`src/rtl/core/lcg48_pkg.sv`:
```
`timescale 1ns / 1ps
// ----------------------------------------------------------------------------
// lcg48_pkg: shared types and constants
// Operation codes, generator constants and the payload types of the channels.
// ----------------------------------------------------------------------------
package lcg48_pkg;

	localparam logic [47:0] LCG_MUL = 48'h0005_DEEC_E66D;
	localparam logic [47:0] LCG_ADD = 48'h0000_0000_000B;
	localparam logic [7:0] EXP_OFFSET = 8'd74;

	typedef enum logic [2:0] {
		OP_RESEED = 3'd0,
		OP_BITS   = 3'd1,
		OP_BOUND  = 3'd2,
		OP_LONG   = 3'd3,
		OP_FRAC   = 3'd4
	} op_t;

	typedef struct packed {
		logic [2:0]         op;
		logic signed [63:0] seed_in;
		logic [5:0]         bit_count;
		logic signed [31:0] bound;
	} req_t;

	typedef struct packed {
		logic [63:0] value;
		logic        bad_bound;
	} rsp_t;

endpackage

```
`src/rtl/core/lcg48_if.sv`:
```
`timescale 1ns / 1ps
// ----------------------------------------------------------------------------
// lcg48_req_if / lcg48_rsp_if: valid/ready channels
// One interface per direction, each carrying its payload struct.
// ----------------------------------------------------------------------------
interface lcg48_req_if;
	logic            valid;
	logic            ready;
	lcg48_pkg::req_t data;
	modport source (output valid, output data, input ready);
	modport sink (input valid, input data, output ready);
endinterface

interface lcg48_rsp_if;
	logic            valid;
	logic            ready;
	lcg48_pkg::rsp_t data;
	modport source (output valid, output data, input ready);
	modport sink (input valid, input data, output ready);
endinterface

```
`src/rtl/core/lcg48_alu.sv`:
```
`timescale 1ns / 1ps
// ----------------------------------------------------------------------------
// lcg48_alu: shared iterative arithmetic unit
// Shift-add multiplier (48x48 mod 2^48, 4 bits per cycle) and restoring
// divider (32-bit remainder, 1 bit per cycle), sharing the acc and mcand registers.
// ----------------------------------------------------------------------------
module lcg48_alu (
	input  logic        clk,
	input  logic        arst_n,
	input  logic        start_mul,
	input  logic        start_div,
	input  logic [47:0] a,
	input  logic [47:0] b,
	output logic        done,
	output logic [47:0] result
);

	logic [47:0] acc_q;
	logic [47:0] mcand_q;
	logic [47:0] mplier_q;
	logic [5:0]  cnt_q;
	logic        busy_q;
	logic        is_div_q;
	logic [31:0] quo_q;

	logic [47:0] madd;
	logic [32:0] trial;
	logic [31:0] rem_shift;

	// Multiply: add four partial products of the low nibble per cycle.
	always_comb begin
		madd = acc_q;
		for (int i = 0; i < 4; i++) begin
			if (mplier_q[i])
				madd = madd + (mcand_q << i);
		end
	end

	// Divide: remainder in acc_q[31:0], dividend bits shifted out of quo_q.
	assign rem_shift = {acc_q[30:0], quo_q[31]};
	assign trial = {1'b0, rem_shift} - {1'b0, mcand_q[31:0]};

	always_ff @(posedge clk or negedge arst_n) begin
		if (!arst_n) begin
			busy_q <= 1'b0;
			cnt_q <= '0;
			is_div_q <= 1'b0;
			done <= 1'b0;
		end else begin
			done <= 1'b0;
			if (start_mul || start_div) begin
				busy_q <= 1'b1;
				is_div_q <= start_div;
				cnt_q <= start_div ? 6'd32 : 6'd12;
			end else if (busy_q) begin
				cnt_q <= cnt_q - 6'd1;
				if (cnt_q == 6'd1) begin
					busy_q <= 1'b0;
					done <= 1'b1;
				end
			end
		end
	end

	always_ff @(posedge clk) begin
		if (start_mul || start_div) begin
			acc_q <= '0;
			mcand_q <= b;
			mplier_q <= a;
			quo_q <= a[31:0];
		end else if (busy_q) begin
			if (is_div_q) begin
				quo_q <= {quo_q[30:0], 1'b0};
				acc_q <= trial[32] ? {16'd0, rem_shift} : {16'd0, trial[31:0]};
			end else begin
				acc_q <= madd;
				mcand_q <= mcand_q << 4;
				mplier_q <= mplier_q >> 4;
			end
		end
	end

	assign result = acc_q;

endmodule

```
`src/rtl/core/lcg48_random_generator.sv`:
```
`timescale 1ns / 1ps
// ----------------------------------------------------------------------------
// lcg48_random_generator: 48-bit linear congruential random generator
// Reseed, raw bits, bounded int, 64-bit long and binary32 fraction ops.
// ----------------------------------------------------------------------------
// The block keeps a 48-bit state advanced as state * 0x5DEECE66D + 11 modulo
// 2^48, and every request transaction yields exactly one response
// transaction. A single shared arithmetic unit does the state advances and
// the divisions: each state advance is a 48-bit multiply that retires four
// multiplier bits per cycle, and the remainder for a bound that is not a
// power of two comes from a restoring divider that retires one quotient bit
// per cycle. A reseed, a bad bound or an unused op goes straight to the
// output register; a raw draw or a power-of-two bound takes one draw, a long
// or a fraction two (the fraction then normalizes one bit per cycle), and
// any other bound a draw and a division, repeated after a failed rejection
// test. The request side is not ready while an item is in flight; the
// response sits in an output register until taken, and a new request is
// taken only after that.
// ----------------------------------------------------------------------------
module lcg48_random_generator (
	input  logic               clk,
	input  logic               arst_n,
	lcg48_req_if.sink          req,
	lcg48_rsp_if.source        rsp
);

	typedef enum logic [7:0] {
		ST_IDLE  = 8'b0000_0001,
		ST_DRAW  = 8'b0000_0010,
		ST_WAIT  = 8'b0000_0100,
		ST_USE   = 8'b0000_1000,
		ST_DIV   = 8'b0001_0000,
		ST_DWAIT = 8'b0010_0000,
		ST_NORM  = 8'b0100_0000,
		ST_OUT   = 8'b1000_0000
	} state_t;

	state_t      state_q;
	logic [47:0] lcg_q;
	lcg48_pkg::req_t req_q;
	logic [31:0] u_q;
	logic [31:0] hi_q;
	logic [52:0] frac_q;
	logic [5:0]  t_q;
	logic        second_q;
	logic [63:0] value_q;
	logic        bad_q;

	logic        start_mul;
	logic        start_div;
	logic        alu_done;
	logic [47:0] alu_res;
	logic [47:0] new_state;
	logic [31:0] draw31;
	logic [31:0] bnd;
	logic [31:0] bm1;
	logic [31:0] chk;
	logic [5:0]  nbits;
	logic [31:0] rawv;
	logic [63:0] bprod;

	lcg48_alu u_alu (
		.clk       (clk),
		.arst_n    (arst_n),
		.start_mul (start_mul),
		.start_div (start_div),
		.a         (lcg_q),
		.b         (state_q == ST_DIV ? {16'd0, bnd} : lcg48_pkg::LCG_MUL),
		.done      (alu_done),
		.result    (alu_res)
	);

	assign new_state = alu_res + lcg48_pkg::LCG_ADD;
	assign draw31 = {1'b0, new_state[47:17]};
	assign bnd = req_q.bound;
	assign bm1 = bnd - 32'd1;
	assign chk = u_q - alu_res[31:0] + bm1;
	assign nbits = (req_q.bit_count > 6'd32) ? 6'd32 : req_q.bit_count;
	assign rawv = (nbits == 6'd0) ? 32'd0 : 32'(new_state[47:16] >> (6'd32 - nbits));
	assign bprod = 64'(bnd) * 64'(draw31);

	assign start_mul = (state_q == ST_DRAW);
	assign start_div = (state_q == ST_DIV);
	// Division uses lcg_q as dividend, so the state is parked in lcg_keep_q.

	assign req.ready = (state_q == ST_IDLE);
	assign rsp.valid = (state_q == ST_OUT);
	assign rsp.data.value = value_q;
	assign rsp.data.bad_bound = bad_q;

	logic [47:0] lcg_keep_q;

	// Round a normalized 53-bit fraction (leading one at bit 52) to binary32.
	function automatic logic [31:0] round_f(input logic [52:0] f, input logic [5:0] t);
		logic [23:0] sig;
		logic [24:0] sr;
		logic [7:0]  ex;
		logic        up;
		sig = f[52:29];
		up = f[28] && (f[27:0] != '0 || f[29]);
		sr = {1'b0, sig} + {24'd0, up};
		ex = 8'(t) + lcg48_pkg::EXP_OFFSET;
		if (sr[24]) begin
			ex = ex + 8'd1;
			sr = sr >> 1;
		end
		round_f = {1'b0, ex, sr[22:0]};
	endfunction

	always_ff @(posedge clk or negedge arst_n) begin
		if (!arst_n) begin
			state_q <= ST_IDLE;
			lcg_q <= '0;
			lcg_keep_q <= '0;
			second_q <= 1'b0;
			req_q <= '0;
			u_q <= '0;
			hi_q <= '0;
			frac_q <= '0;
			t_q <= '0;
			value_q <= '0;
			bad_q <= 1'b0;
		end else begin
			case (state_q)
				ST_IDLE: begin
					if (req.valid) begin
						req_q <= req.data;
						value_q <= '0;
						bad_q <= 1'b0;
						second_q <= 1'b0;
						case (req.data.op)
							lcg48_pkg::OP_RESEED: begin
								lcg_q <= req.data.seed_in[47:0] ^ lcg48_pkg::LCG_MUL;
								state_q <= ST_OUT;
							end
							lcg48_pkg::OP_BITS, lcg48_pkg::OP_LONG,
							lcg48_pkg::OP_FRAC: state_q <= ST_DRAW;
							lcg48_pkg::OP_BOUND: begin
								if (req.data.bound[31] || req.data.bound == 32'sd0) begin
									bad_q <= 1'b1;
									state_q <= ST_OUT;
								end else begin
									state_q <= ST_DRAW;
								end
							end
							default: state_q <= ST_OUT;
						endcase
					end
				end
				ST_DRAW: state_q <= ST_WAIT;
				ST_WAIT: begin
					if (alu_done) begin
						lcg_q <= new_state;
						state_q <= ST_USE;
					end
				end
				ST_USE: begin
					// Results of the last draw are in lcg_q.
					state_q <= ST_OUT;
					case (req_q.op)
						lcg48_pkg::OP_BITS: begin
							value_q <= {{32{rawv[31]}}, rawv};
						end
						lcg48_pkg::OP_LONG: begin
							if (!second_q) begin
								hi_q <= lcg_q[47:16];
								second_q <= 1'b1;
								state_q <= ST_DRAW;
							end else begin
								value_q <= {hi_q, 32'd0} + {{32{lcg_q[47]}}, lcg_q[47:16]};
							end
						end
						lcg48_pkg::OP_FRAC: begin
							if (!second_q) begin
								hi_q <= {6'd0, lcg_q[47:22]};
								second_q <= 1'b1;
								state_q <= ST_DRAW;
							end else begin
								frac_q <= {hi_q[25:0], lcg_q[47:21]};
								t_q <= 6'd52;
								state_q <= ST_NORM;
							end
						end
						lcg48_pkg::OP_BOUND: begin
							if ((bnd & bm1) == 32'd0) begin
								value_q <= {{32{bprod[62]}}, bprod[62:31]};
							end else begin
								u_q <= {1'b0, lcg_q[47:17]};
								lcg_keep_q <= lcg_q;
								lcg_q <= {17'd0, lcg_q[47:17]};
								state_q <= ST_DIV;
							end
						end
						default: ;
					endcase
				end
				ST_DIV: state_q <= ST_DWAIT;
				ST_DWAIT: begin
					if (alu_done) begin
						lcg_q <= lcg_keep_q;
						if (chk[31]) begin
							state_q <= ST_DRAW;
						end else begin
							value_q <= {32'd0, alu_res[31:0]};
							state_q <= ST_OUT;
						end
					end
				end
				ST_NORM: begin
					// Shift left one bit per cycle until the leading one is at bit 52.
					if (frac_q == '0) begin
						value_q <= '0;
						state_q <= ST_OUT;
					end else if (!frac_q[52]) begin
						frac_q <= frac_q << 1;
						t_q <= t_q - 6'd1;
					end else begin
						value_q <= {32'd0, round_f(frac_q, t_q)};
						state_q <= ST_OUT;
					end
				end
				ST_OUT: begin
					if (rsp.ready)
						state_q <= ST_IDLE;
				end
				default: state_q <= ST_IDLE;
			endcase
		end
	end

	ap_ready_idle: assert property (@(posedge clk) disable iff (!arst_n)
		req.ready |-> !rsp.valid)
		else $error("ready while a response is pending");
	ap_out_hold: assert property (@(posedge clk) disable iff (!arst_n)
		rsp.valid && !rsp.ready |=> rsp.valid && $stable(value_q))
		else $error("response changed before it was taken");
	ap_bad_nodraw: assert property (@(posedge clk) disable iff (!arst_n)
		req.valid && req.ready && req.data.op == lcg48_pkg::OP_BOUND
		&& req.data.bound[31] |=> state_q == ST_OUT && $stable(lcg_q))
		else $error("bad bound advanced the state");

endmodule
```
`src/flat_wrapper.sv`:
```
// flat-port wrapper written by rule: the top's interface ports become plain ports
module lcg48_random_generator_flat 
  (clk, arst_n, req_valid, req_data, req_ready, rsp_valid, rsp_data, rsp_ready);
  lcg48_req_if req_i ();
  lcg48_rsp_if rsp_i ();
  input  logic clk;
  input  logic arst_n;
  input wire logic [$bits(req_i.valid)-1:0] req_valid;
  input wire logic [$bits(req_i.data)-1:0] req_data;
  output wire logic [$bits(req_i.ready)-1:0] req_ready;
  output wire logic [$bits(rsp_i.valid)-1:0] rsp_valid;
  output wire logic [$bits(rsp_i.data)-1:0] rsp_data;
  input wire logic [$bits(rsp_i.ready)-1:0] rsp_ready;
  assign req_i.valid = req_valid;
  assign req_i.data = req_data;
  assign req_ready = req_i.ready;
  assign rsp_valid = rsp_i.valid;
  assign rsp_data = rsp_i.data;
  assign rsp_i.ready = rsp_ready;
  lcg48_random_generator u_core (.clk(clk), .arst_n(arst_n), .req(req_i), .rsp(rsp_i));
endmodule
```
`config.mk`:
```
export PLATFORM = sky130hd
export DESIGN_NAME = lcg48_random_generator_flat
export DESIGN_NICKNAME = d
export VERILOG_FILES = /design/src/rtl/core/lcg48_pkg.sv /design/src/rtl/core/lcg48_if.sv /design/src/rtl/core/lcg48_alu.sv /design/src/rtl/core/lcg48_random_generator.sv /design/src/flat_wrapper.sv
export SDC_FILE = /design/constraint.sdc
export NUM_CORES = 2
export LEC_CHECK = 0
export BUFFER_PORTS_ARGS = -buffer_cell sky130_fd_sc_hd__buf_2
export CAP_MARGIN = 15
export CELL_PAD_IN_SITES_DETAIL_PLACEMENT = 1
export CELL_PAD_IN_SITES_GLOBAL_PLACEMENT = 2
export CORE_UTILIZATION = 25
export CTS_BUF_LIST = sky130_fd_sc_hd__clkbuf_4
export CTS_CLUSTER_SIZE = 25
export DETAILED_ROUTE_END_ITERATION = 8
export PLACE_DENSITY_LB_ADDON = 0.1
export SLEW_MARGIN = 20
export SYNTH_ARGS = -nofsm -noshare
export SYNTH_HDL_FRONTEND = slang
export SYNTH_SLANG_ARGS = --single-unit
```
`constraint.sdc`:
```
create_clock -name clk -period 11.72 [get_ports clk]
set_input_delay 1.758 -clock clk [delete_from_list [all_inputs] [get_ports clk]]
set_output_delay 1.758 -clock clk [all_outputs]
set_load 0.01 [all_outputs]
```
==> impl_metrics.ini <==
[floorplan]
die_area_sq_um = 303000
num_io_pins = 176
num_rows = 201
die_w_um = 551
floorplan.initialDensity_pct = 25.1
core_sq_um = 300000
dieHeight_um = 551

[timing]
period_minus_slack_ps = 11160
grt_setup_unrepaired = no
fmax_mhz = 89.6
hold_viol = 0
relSlewSlack_pct = 22.3
maxSlewViolCount = 0
period_share_pct = 95.3
fin_skew_ps = 85.4
tightestPinTransition_ps = 1170
setup_tns_ps = 0
final-setup-viol-count = 0

[global_route]
met1_usage_pct = 32.8
grt_usage_pct = 23.8
gr-usage-met3_pct = 2.01
grt_first_pass_wirelength_um = 523000
grt_start_max_net_pins = 137
met2_usage_pct = 39.9
antenna_found_initial = 39
grt_pass1_vias = 71500
gr-total-overflow = 0
grt_most_used_layer = met2

[yosys]
avgSynthCellArea_sq_um = 8.41
ys_top_cells_by_area = fa_1 24%, dfrtp_1 10%, ha_1 9.7%, nand2_1 6.9%, inv_1 5.2%
ys_seq_area_share_pct = 16.7
syn_nets = 10500
async_flop_share_pct = 63.9
yosysWarnings = 0
syn_area_sq_um = 75200
post-synth-top-count-cell = nand2_1
synth_cell_types = 97
synth_edf_count = 128
synthCells = 8940
synth.top_cells.by_count = 1390 x nand2_1, 1047 x inv_1, 901 x fa_1
synth_ff_type = dfrtp_1
synth_top_cell_by_area = fa_1
yosysTopAreaCellShare_pct = 24.0
synth-seq-cells = 487

[route]
post_drt_wl_per_cell_um = 27.6
antenna_left = 0
initialDrtViolationCount = 4201
drt-total-wl_um = 361000
drt_first_pass_iters = 7
vias = 66500
drc = 0
vias_per_cell = 5.08

[clock_network]
cts_hold_buffers = 0
clock_latency_ps = 1210
cts_setup_buffers = 0
clock_sinks = 487
cts_buffers = 157
cts.htree.levels = 4
cts_root_buf = clkbuf_4
cts_buffer_depth = 3
path_clk_slew_ps = 70
cts_tree = yes

[job]
maxCapViolations = 0

[worst_setup_path]
arrival_ps = 12230
critical_path.endpoint = u_core.value_q[62]
critPathKind = flip-flop to flip-flop
worstRegToRegCells = 32
cp_data_required_time_ps = 12790
crit_path_max_fanout = 31
critical_path.slowest_cell = o21ai_1
path_common_cell = fa_1
slowest_delay_ps = 630
cp-end-kind = flip-flop
r2r-start = u_core.u_alu.result[0]
r2r_setup_slack_ps = 560
r2r-end = u_core.value_q[62]
start_kind = flip-flop
cp-startpoint = u_core.u_alu.result[0]

[layout]
nNetsFinal = 10600
layout-drive-gt1-share_pct = 10.2
area_growth_syn_to_layout_pct = 11.3
final_cells = 13100

[min_path]
hp-class = flip-flop to flip-flop
hp-start = u_core.u_alu.quo_q[21]

[placed_design]
port_buffers = 159
gp_congestion = 0.870
dp_cells = 12800
dp_hpwl_um = 286000

[status]
outcome = finished, final reports clean
-- stage by stage --
stage / util, % / worst slack [ps] / area [sq um] / hold slack [ps]
2_1_floorplan: - / 2250 / 75200 / 445
3_3_place_gp: 27.2 / -4.17 / 81500 / 458
3_5_place_dp: 27.2 / -67.9 / 81600 / 469
4_1_cts: 27.9 / 42.7 / 83700 / 428
5_1_grt: 28.0 / 58.1 / 83700 / 484
6_report: 28.0 / 556 / 83700 / 474
-- worst max-delay path: cells and delay by family, from the launching register on --
kind,cells,cell delay (ps)
compound gates,6,2230
xor+xnor,1,420
fa+ha+maj,10,4540
buf+inv,7,1460
flops,1,370
simple gates,8,1910
-- sequential cells by signal, summed over array words and instances (netlist names) --
| name | flops |
|---|---|
| u_core.value_q | 64 |
| u_core.frac_q | 53 |
| u_core.lcg_q | 48 |
| u_core.u_alu.mcand_q | 48 |
| u_core.u_alu.mplier_q | 48 |
| u_core.u_alu.result | 48 |
| u_core.lcg_keep_q | 47 |
| u_core.bnd | 32 |
| u_core.hi_q | 32 |
| u_core.u_alu.quo_q | 32 |
| u_core.req_q | 9 |
| u_core.state_q | 8 |
| u_core.t_q | 6 |
| u_core.u_alu.cnt_q | 6 |
| u_core.bad_q | 1 |
| u_core.second_q | 1 |
| u_core.u_alu.busy_q | 1 |
| u_core.u_alu.done | 1 |
| u_core.u_alu.is_div_q | 1 |
| u_core.u_q | 1 |
-- worst min-delay path by stage --
stage,endpoint,cells after the start
global route,u_core.frac_q[6],1
CTS,u_core.frac_q[10],1
floorplan,u_core.lcg_keep_q[11],2
global placement,u_core.lcg_keep_q[10],2
detailed placement,u_core.lcg_keep_q[16],2
finish,u_core.u_alu.quo_q[22],2
-- kinds of logic (layout without fill, tap and decap cells) --
group	count (synthesis)	in the layout	share of synthesized area (%)
buffers and inverters	1589	1767	7.98
multiplexers	210	210	3.06
XOR/XNOR	330	330	3.88
flip-flops	487	487	16.7
AND/OR/NAND/NOR	2970	2970	18.7
AO/OA/AOI/OAI	1871	1871	16.0
other	0	15	0
adder cells (fa/ha/maj)	1483	1483	33.7
-- layout by cell type (no fill, tap or decap), types with 158 or more instances in the layout --
| cell type | Yosys | routed |
|---|---|---|
| nand2_1 | 1390 | 1385 |
| buf_4 | 4 | 266 |
| o21ai_0 | 384 | 380 |
| and2_1 | 451 | 450 |
| dfrtp_1 | 310 | 280 |
| inv_1 | 1047 | 1046 |
| buf_2 | 13 | 158 |
| a21oi_1 | 527 | 524 |
| a21o_1 | 234 | 234 |
| ha_1 | 582 | 582 |
| nor2_1 | 420 | 417 |
| xnor2_1 | 222 | 200 |
| clkbuf_4 | 0 | 237 |
| fa_1 | 901 | 901 |
-- metal layers --
layer	up-vias	share of wire, %
li1	30100	-
met1	34800	47
met2	1281	47
met3	345	3.3
met4	4	2.5
met5	-	0.0072
-- timing repair --
action,in CTS,in global routing
gates resized for setup,2,14
pin swaps,0,0
setup endpoints to repair,1,39
-- layout make-up --
class                      instances  area, sq um
tap                             3958         4950
timing repair buffer             431         2920
fill                           35300       216000
clock inverter                    49          313
multi-input combinational       6864        57200
antenna                           15         37.5
inverter                        1050         3940
sequential                       487        12600
clock buffer                     237         1780
Power is left out: the tool's default activity adds up to more than one toggle a clock period on the data nets, which glitch-free logic cannot reach.
